[config.mk]
export PLATFORM = sky130hd
export DESIGN_NAME = sobel_ctrl
export DESIGN_NICKNAME = d
export VERILOG_FILES = /design/src/design/sobel_edge_magnitude_rgb_core_assert.svh /design/src/design/sobel_pkg.sv /design/src/design/sobel_ctrl.sv
export SDC_FILE = /design/constraint.sdc
export NUM_CORES = 1
export LEC_CHECK = 0
export BUFFER_PORTS_ARGS = -buffer_cell sky130_fd_sc_hd__buf_2
export CORE_AREA = 2 2 39 41
export CTS_BUF_LIST = sky130_fd_sc_hd__clkbuf_4
export CTS_CLUSTER_SIZE = 24
export DETAILED_ROUTE_END_ITERATION = 7
export DIE_AREA = 0 0 41 43
export SKIP_CTS_REPAIR_TIMING = 1
export SLEW_MARGIN = 20
export SYNTH_ARGS = -nofsm -noshare
export SYNTH_HDL_FRONTEND = slang
export SYNTH_SLANG_ARGS = --single-unit
[constraint.sdc]
create_clock -name clk -period 3.1 [get_ports clk]
set_input_delay 0.31 -clock clk [delete_from_list [all_inputs] [get_ports clk]]
set_output_delay 0.31 -clock clk [all_outputs]
set_load 0.05 [all_outputs]
[src/design/sobel_edge_magnitude_rgb_core_assert.svh]
// Assertion macros shared by the Sobel edge core.
`ifndef SOBEL_EDGE_MAGNITUDE_RGB_CORE_ASSERT_SVH
`define SOBEL_EDGE_MAGNITUDE_RGB_CORE_ASSERT_SVH

// Same-cycle implication, sampled on clk, off during reset.
`define SOBEL_ASSERT_IMP(lbl, ant, con, msg) \
  lbl: assert property (@(posedge clk) disable iff (!rst_n) (ant) |-> (con)) else $error(msg);

// Next-cycle implication, sampled on clk, off during reset.
`define SOBEL_ASSERT_NXT(lbl, ant, con, msg) \
  lbl: assert property (@(posedge clk) disable iff (!rst_n) (ant) |=> (con)) else $error(msg);

`endif

[src/design/sobel_pkg.sv]
// Shared types and constants of the Sobel edge core.
`default_nettype none
package sobel_pkg;

  localparam int MAX_WIDTH_DEF = 1024;
  localparam int MAX_HEIGHT    = 4096;
  localparam int CLAMP_MAX     = 255;
  localparam int RESET_WIDTH   = 640;
  localparam int RESET_HEIGHT  = 480;
  localparam int SQRT_STEPS    = 11;
  localparam int SUM_W         = 2 * SQRT_STEPS;

  // Configuration register indexes
  typedef enum logic {
    REG_FRAME_WIDTH  = 1'b0,
    REG_FRAME_HEIGHT = 1'b1
  } cfg_reg_t;

  typedef enum logic [2:0] {
    ST_IDLE,
    ST_LOAD,
    ST_GRAD,
    ST_SQR,
    ST_ROOT,
    ST_FIN,
    ST_OUT
  } state_t;

  // Controller to datapath
  typedef struct packed {
    logic capture;
    logic update;
    logic grad;
    logic square;
    logic root_step;
    logic finish;
  } cmd_t;

  // Datapath to controller
  typedef struct packed {
    logic emit;
    logic at_origin;
  } status_t;

endpackage
`default_nettype wire

[src/design/sobel_ctrl.sv]
// Sequencing state machine of the Sobel edge core.
`default_nettype none
module sobel_ctrl (
  input  wire logic              clk,
  input  wire logic              rst_n,
  input  wire logic              in_valid,
  output logic                   in_ready,
  output logic                   out_valid,
  input  wire logic              out_ready,
  input  wire sobel_pkg::status_t st,
  output sobel_pkg::cmd_t        cmd
);

  localparam int SW = $clog2(sobel_pkg::SQRT_STEPS);

  sobel_pkg::state_t state_r, state_nxt;
  logic [SW-1:0]     step_r, step_nxt;

  // State and step counter
  always_ff @(posedge clk) begin
    if (!rst_n) begin
      state_r <= sobel_pkg::ST_IDLE;
      step_r  <= '0;
    end else begin
      state_r <= state_nxt;
      step_r  <= step_nxt;
    end
  end

  // Next state and commands
  always_comb begin
    state_nxt = state_r;
    step_nxt  = step_r;
    cmd       = '0;
    in_ready  = 1'b0;
    out_valid = 1'b0;
    unique case (state_r)
      sobel_pkg::ST_IDLE: begin
        in_ready = 1'b1;
        if (in_valid) begin
          cmd.capture = 1'b1;
          state_nxt   = sobel_pkg::ST_LOAD;
        end
      end
      sobel_pkg::ST_LOAD: begin
        cmd.update = 1'b1;
        state_nxt  = st.emit ? sobel_pkg::ST_GRAD : sobel_pkg::ST_IDLE;
      end
      sobel_pkg::ST_GRAD: begin
        cmd.grad  = 1'b1;
        state_nxt = sobel_pkg::ST_SQR;
      end
      sobel_pkg::ST_SQR: begin
        cmd.square = 1'b1;
        step_nxt   = '0;
        state_nxt  = sobel_pkg::ST_ROOT;
      end
      sobel_pkg::ST_ROOT: begin
        cmd.root_step = 1'b1;
        step_nxt      = step_r + 1'b1;
        if (step_r == SW'(sobel_pkg::SQRT_STEPS - 1)) begin
          state_nxt = sobel_pkg::ST_FIN;
        end
      end
      sobel_pkg::ST_FIN: begin
        cmd.finish = 1'b1;
        state_nxt  = sobel_pkg::ST_OUT;
      end
      sobel_pkg::ST_OUT: begin
        out_valid = 1'b1;
        if (out_ready) begin
          state_nxt = sobel_pkg::ST_IDLE;
        end
      end
      default: state_nxt = sobel_pkg::ST_IDLE;
    endcase
  end

endmodule
`default_nettype wire

### Word level (Yosys, flattened, before mapping)

Cells that the tools add are included.

| cells by class | value |
|---|---|
| $add $sub $neg | 1 |
| eq/ne operators | 10 |
| muxes and demuxes | 15 |
| reductions and logical operators | 3 |

Operators with widths:

| operator | number |
|---|---|
| one-hot mux 3 bit (7 select lines) | 1 |
| equality test 3 bit, second input constant | 3 |
| two-way mux 1 bit | 9 |
| two-way mux 3 bit | 3 |
| one-hot mux 4 bit (2 select lines) | 1 |
| equality test 3 x 2 -> 1 bit, second input constant | 2 |
| != test 2 bit, second input constant | 3 |
| adder 4 x 1 -> 4 bit, second input constant | 1 |
| equality test 4 bit, second input constant | 1 |
| equality test 3 x 1 -> 1 bit, second input constant | 1 |
| zero test 3 bit | 1 |
| AND reduction 3 bit | 1 |
| two-way mux 2 bit | 1 |
| nonzero test 2 bit | 1 |

| word-level totals | value |
|---|---|
| register bits | 7 |
| logic and storage cells | 31 |

### Longest topological paths before layout

Gate-level depths: netlist of run 1.

| depth | value |
|---|---|
| word-level depth | 3 |
| depth in mapped cells | 5 |

### Least setup slack after synthesis of run 1

OpenSTA, ideal clock, no wires.

| timing path | value |
|---|---|
| path kind | register to output |
| from | register state_r[2] |
| to | output port cmd[5] (netlist bit) |
| arrival time | 2.140 ns |
| slack | 0.650 ns |
| cell stages (with the launch flop) | 4 |
| buffers on the path | 1 |
| path through | dfxtp_1 -> buf_4 -> nor3_1 -> and2_1 |

RTL lines:

| item | line | text |
|---|---|---|
| start: declaration | sobel_ctrl.sv:16 | `sobel_pkg::state_t state_r, state_nxt;` |
| start signal: assignment | sobel_ctrl.sv:22 | `state_r <= sobel_pkg::ST_IDLE;` |
| start signal: assignment | sobel_ctrl.sv:25 | `state_r <= state_nxt;` |
| end: declaration | sobel_ctrl.sv:11 | `output sobel_pkg::cmd_t cmd` |

==> flow_metrics.env, run 1 <==
export IMPL_slowest_stage="dfxtp_1"
export IMPL_post_drt_wl_per_cell_um=10.87
export IMPL_synth_async_reset_ratio_pct=0
export IMPL_syn_avg_cell_area_sq_um=8.733
export IMPL_fp_dieArea_sq_mm=0.001763
export IMPL_ff2ff_path_depth=3
export IMPL_path_cells="nor3b_4, buf_2"
export IMPL_hp_class="in -> reg"
export IMPL_fp_dieW_um=41
export IMPL_power_leakage_nw=0.2250
export IMPL_critPathLaunch="state_r[2]"
export IMPL_utilization_pct=36.53
export IMPL_cts_sinks=7
export IMPL_outcome="complete, no violations"
export IMPL_slowest_delay_ns=0.50
export IMPL_cts_tree="done"
export IMPL_holdWs_ns=0.3846
export IMPL_skew_ns=0.001963
export IMPL_drtPass1Iterations=2
export IMPL_drv_cap=0
export IMPL_cp_max_fo=11
export IMPL_reg2reg_from="state_r[2]"
export IMPL_min_period_ns=1.796
export IMPL_start_util_pct=30.92
export IMPL_rsz0062_at_grt="false"
export IMPL_fp_dieH_um=43
export IMPL_synthesis_instances=49
export IMPL_critical_path_class="reg -> out"
export IMPL_antenna_left=0
export IMPL_cts_made_buffers=3
export IMPL_synth_most_common_cell="dfxtp_1"
export IMPL_yosysTopAreaCell="dfxtp_1"
export IMPL_wirelength_um=826
export IMPL_globalRouteOverflowTotal=0
export IMPL_synth_edf_count=0
export IMPL_io_buffers=12
export IMPL_slew_headroom_pct=76.32
export IMPL_dp_cells=72
export IMPL_yosys_most_used_dff="dfxtp_1"
export IMPL_fin_setup_tns_ns=0
export IMPL_worst_slew_pin_slew_ns=0.3547
export IMPL_instances_no_fill=76
export IMPL_yosys_warnings=0
export IMPL_power_density_mw_per_mm2=460.7
export IMPL_nets=69
export IMPL_whs_path_depth=2
export IMPL_track_usage_pct=11.50
export IMPL_place_ws_ns=1.590
export IMPL_grt_max_degree=12
export IMPL_yosysTopAreaCellShare_pct=32.75
export IMPL_vias=380
export IMPL_setup_viol=0
export IMPL_drcViolationCount=0
export IMPL_synth_fp_nets=57
export IMPL_antenna_cells=0
export IMPL_cts_htree_levels=1
export IMPL_cts_buffer_depth=2
export IMPL_synth_area_leaders="dfxtp_1 (33%), ha_1 (5.8%), nor3b_4 (4.4%)"
export IMPL_rows=14
export IMPL_place_congestion=0.7179
export IMPL_place_hpwl_um=586.1
export IMPL_clkTransAtPathRegs_ns=0.06
export IMPL_areaGrowthSynthToFinish_pct=18.13
export IMPL_root_buffer="clkbuf_4"
export IMPL_core_area_sq_mm=0.001384
export IMPL_fmax_mhz=556.8
export IMPL_setup_ws_ns=1.304
export IMPL_grt_pass1_wl_mm=1.373
export IMPL_start_kind="flop"
export IMPL_synth_seq_cells=7
export IMPL_worst_setup_path_end_kind="output port"
export IMPL_io_pins=14
export IMPL_slew_viol_final=0
export IMPL_via_per_inst=5.000
export IMPL_critPathCapture="cmd[1]"
export IMPL_grt_pass1_vias=330
export IMPL_synth_cell_types=28
export IMPL_min_period_over_period_pct=57.93
export IMPL_ir_drop_v=0.0001947
export IMPL_drt_iter0_markers=4
export IMPL_r2r_end="step_r[2]"
export IMPL_clkLatencyLatePin_ns=0.25
export IMPL_r2r_setup_slack_ns=1.76
export IMPL_worst_ep_arrival_time_ns=1.49
export IMPL_layout_drive_gt1_share_pct=30.00
export IMPL_crit_required_ns=2.79
export IMPL_seq_area_frac_synth_pct=32.75
export IMPL_yosys_top_cells_count="dfxtp_1 (7), nor2_1 (4), a21oi_1 (3), inv_1 (3)"
export IMPL_hold_violations=0
export IMPL_antenna_found_initial=0
export IMPL_syn_area_sq_um=427.9
## metal layers
layer / GRT usage, % / part of all wire, % / up-vias / wire (um)
met5: 0 / 0 / - / 0
met4: 8.000 / 0 / 0 / 0
met3: 3.141 / 0.97 / 0 / 8
met2: 14.37 / 50 / 3 / 416
met1: 16.34 / 48 / 178 / 400
li1: - / - / 199 / -
## report_power, final
group | switching (mW) | internal, mW
clock network | 0.0346 | 0.0579
registers | 0.00602 | 0.0925
logic | 0.0301 | 0.0117
## worst min path at each step
stage | from | endpoint | slack [ns]
final | rst_n | state_r[1] | 0.38
after global routing | rst_n | state_r[1] | 0.39
after CTS | rst_n | state_r[1] | 0.38
after detailed placement | step_r[0] | step_r[0] | 0.49
after global placement | step_r[0] | step_r[0] | 0.48
after floorplan | step_r[0] | step_r[0] | 0.47
## worst max-delay path: cells and delay by family (launching register included)
family,cells,cell delay (ns)
buffers and inverters,1,0.34
flip-flops,1,0.50
AND/OR/NAND/NOR,1,0.40
## per-stage QoR
stage	cell area [sq um]	power (mW)
after floorplan	427.9	0.1349
after global routing	505.5	0.2461
after CTS	505.5	0.2335
final	505.5	0.2329
after detailed placement	475.5	0.1424
after global placement	475.5	0.1420
## layout by cell type (no fill, tap or decap), types with 2 or more instances in the layout
cell      synthesis  layout
buf_2             2      12
o21ai_0           2       2
a21oi_1           3       3
dfxtp_1           7       7
nand2_1           2       2
nor3b_1           2       2
nor2_1            4       4
clkbuf_4          0       4
ha_1              2       2
nor3_1            2       2
nand3b_1          2       2
inv_1             3       3
o31ai_1           2       2
## cell type report
class / instances / area [sq um]
fillers: 146 / 878.3
multi-input cells: 34 / 244.0
flip-flops and latches: 7 / 140.1
repair buffers: 12 / 60.06
clock buffers: 4 / 30.03
well taps: 16 / 20.02
inverters: 3 / 11.26
## state kept, by name (all words and copies together) (netlist names)
register  cells
state_r       3
step_r        4
## cell families (layout without fill, tap and decap cells)
group | Yosys count | count (layout) | share of synthesized area, %
simple gates | 21 | 21 | 33.63
compound gates | 10 | 10 | 15.20
buf+inv | 8 | 19 | 10.23
mux | 1 | 1 | 2.339
flops | 7 | 7 | 32.75
fa+ha+maj | 2 | 2 | 5.847
Power figures use the tool's default switching activity.
==> run 2: changes to the inputs <==
==> constraint.sdc (replaced) <==
create_clock -name clk -period 1.47 [get_ports clk]
set_input_delay 0.147 -clock clk [delete_from_list [all_inputs] [get_ports clk]]
set_output_delay 0.147 -clock clk [all_outputs]
set_load 0.05 [all_outputs]
==> run 2 against run 1 <==
Net effect:
- register-to-register slack got worse by 1.4 ns
- combinational power grew to 2.5 times the previous value
- total power grew 110%
- first-iteration DRC count did not move
- critical path type unchanged
- largest cell class unchanged
- highest routed layer unchanged
==> flow_metrics.env, run 2 (synthesized netlist as in run 1, its figures left out) <==
export IMPL_worst_ep_arrival_time_ns=1.24
export IMPL_internal_power_uw=354.7
export IMPL_start_util_pct=30.92
export IMPL_clkPwrFrac_pct=37.5
export IMPL_core_area_sq_mm=0.001384
export IMPL_seq_area_sq_um=143.9
export IMPL_antenna_cells=0
export IMPL_critical_path_class="reg -> out"
export IMPL_rows=14
export IMPL_io_pins=14
export IMPL_slowest_stage="dfxtp_2"
export IMPL_min_period_over_period_pct=94.07
export IMPL_globalRouteOverflowTotal=0
export IMPL_worst_path_buf_inv=2
export IMPL_io_buffers=12
export IMPL_hp_class="in -> reg"
export IMPL_cts_sinks=7
export IMPL_worst_slew_pin_slew_ns=0.2990
export IMPL_dpl_instance_area_sq_um=521.8
export IMPL_cts_tree="done"
export IMPL_grt_pass1_wl_mm=1.173
export IMPL_clkLatencyLatePin_ns=0.25
export IMPL_crit_required_ns=1.32
export IMPL_vias=381
export IMPL_power_density_mw_per_mm2=881.2
export IMPL_layout_drive_gt1_share_pct=46.03
export IMPL_post_drt_wl_per_cell_um=9.456
export IMPL_dp_cells=75
export IMPL_path_cells="buf_4, nor3_4, and2_1, buf_6"
export IMPL_fp_dieArea_sq_mm=0.001763
export IMPL_drtPass1Iterations=4
export IMPL_worst_setup_path_end_kind="output port"
export IMPL_hold_violations=0
export IMPL_reg_largest_list="step_r: 4 flops, state_r: 3 flops"
export IMPL_min_period_ns=1.383
export IMPL_cts_htree_levels=1
export IMPL_via_per_inst=4.823
export IMPL_fp_dieW_um=41
export IMPL_skew_ns=0.005581
export IMPL_outcome="complete, no violations"
export IMPL_antenna_left=0
export IMPL_fp_dieH_um=43
export IMPL_nets=72
export IMPL_switchingPower_uw=145.8
export IMPL_multi_input_area_sq_um=269.0
export IMPL_largest_reg_flops=4
export IMPL_clkTransAtPathRegs_ns=0.05
export IMPL_final_common_cell="buf_2"
export IMPL_n_fill_cell=145
export IMPL_root_buffer="clkbuf_4"
export IMPL_drv_cap=0
export IMPL_cts_buffer_depth=2
export IMPL_pwr_share_comb_pct=21.1
export IMPL_drt_iter0_markers=4
export IMPL_place_congestion=0.7220
export IMPL_total_power_uw=500.5
export IMPL_instances_no_fill=79
export IMPL_start_kind="flop"
export IMPL_slew_viol_final=0
export IMPL_slew_headroom_pct=79.55
export IMPL_ir_drop_v=0.0008136
export IMPL_cts_made_buffers=3
export IMPL_swShare_pct=29.14
export IMPL_fin_area_sq_um=568.0
export IMPL_drcViolationCount=0
export IMPL_top_register="step_r"
export IMPL_fin_setup_tns_ns=0
export IMPL_setup_viol=0
export IMPL_slowest_delay_ns=0.35
export IMPL_wirelength_um=747
export IMPL_seqPwrFrac_pct=41.4
export IMPL_fmax_mhz=723.2
export IMPL_most_common_layout_cells="buf_2 (9), clkbuf_4 (5), buf_4 (4), dfxtp_1 (4)"
export IMPL_cp_max_fo=8
export IMPL_crit_family="flip-flops"
export IMPL_antenna_found_initial=0
export IMPL_rsz0062_at_grt="false"
export IMPL_utilization_pct=41.05
export IMPL_power_leakage_nw=0.2510
export IMPL_track_usage_pct=9.788
export IMPL_grt_pass1_vias=301
export IMPL_grt_max_degree=11
export IMPL_areaGrowthSynthToFinish_pct=32.75
export IMPL_place_hpwl_um=584.3
[run 2: final cells by class]
class                   count  share of cell area (%)
clock buffers               4                   5.286
multi-input cells          34                   47.36
flip-flops and latches      7                   25.33
repair buffers             15                   16.52
inverters                   3                   1.982
well taps                  16                   3.524
[run 2: per-layer routing]
metal | GRT usage [%] | share of wire, % | vias to the layer above
li1 | - | - | 202
met1 | 11.11 | 46 | 176
met2 | 15.00 | 50 | 3
met3 | 6.283 | 2.9 | 0
met4 | 2.000 | 0 | 0
met5 | 0 | 0 | -
[run 2: power groups by stage]
| stage | registers [mW] | logic, mW | clock network (mW) |
|---|---|---|---|
| after floorplan | 0.201 | 0.0937 | 0 |
| after global routing | 0.208 | 0.112 | 0.208 |
| after CTS | 0.206 | 0.101 | 0.195 |
| final | 0.207 | 0.106 | 0.188 |
| after detailed placement | 0.210 | 0.101 | 0 |
| after global placement | 0.210 | 0.100 | 0 |
[run 2: final timing paths]
kind,from,end,slack (ns),depth (start not counted)
worst max-delay path,state_r[2],cmd[5],0.09,4
worst max register to register,step_r[0],state_r[0],0.32,4
worst min-delay path,rst_n,state_r[2],0.22,3
worst min register to register,step_r[1],step_r[1],0.49,2
[run 2: metrics by stage]
step	setup slack (ns)	hold WS (ns)
floorplan	-0.1286	0.3781
global placement	0.1589	0.4808
detailed placement	0.1554	0.4786
CTS	-0.1235	0.2173
global route	0.009239	0.2107
finish	0.08723	0.2174
[run 2: worst register-to-register path, stage by stage, from the launching register on]
cell       delay [ns]
dfxtp_1          0.33
inv_1            0.08
ha_1             0.15
nand4bb_1        0.10
a2111oi_0        0.36
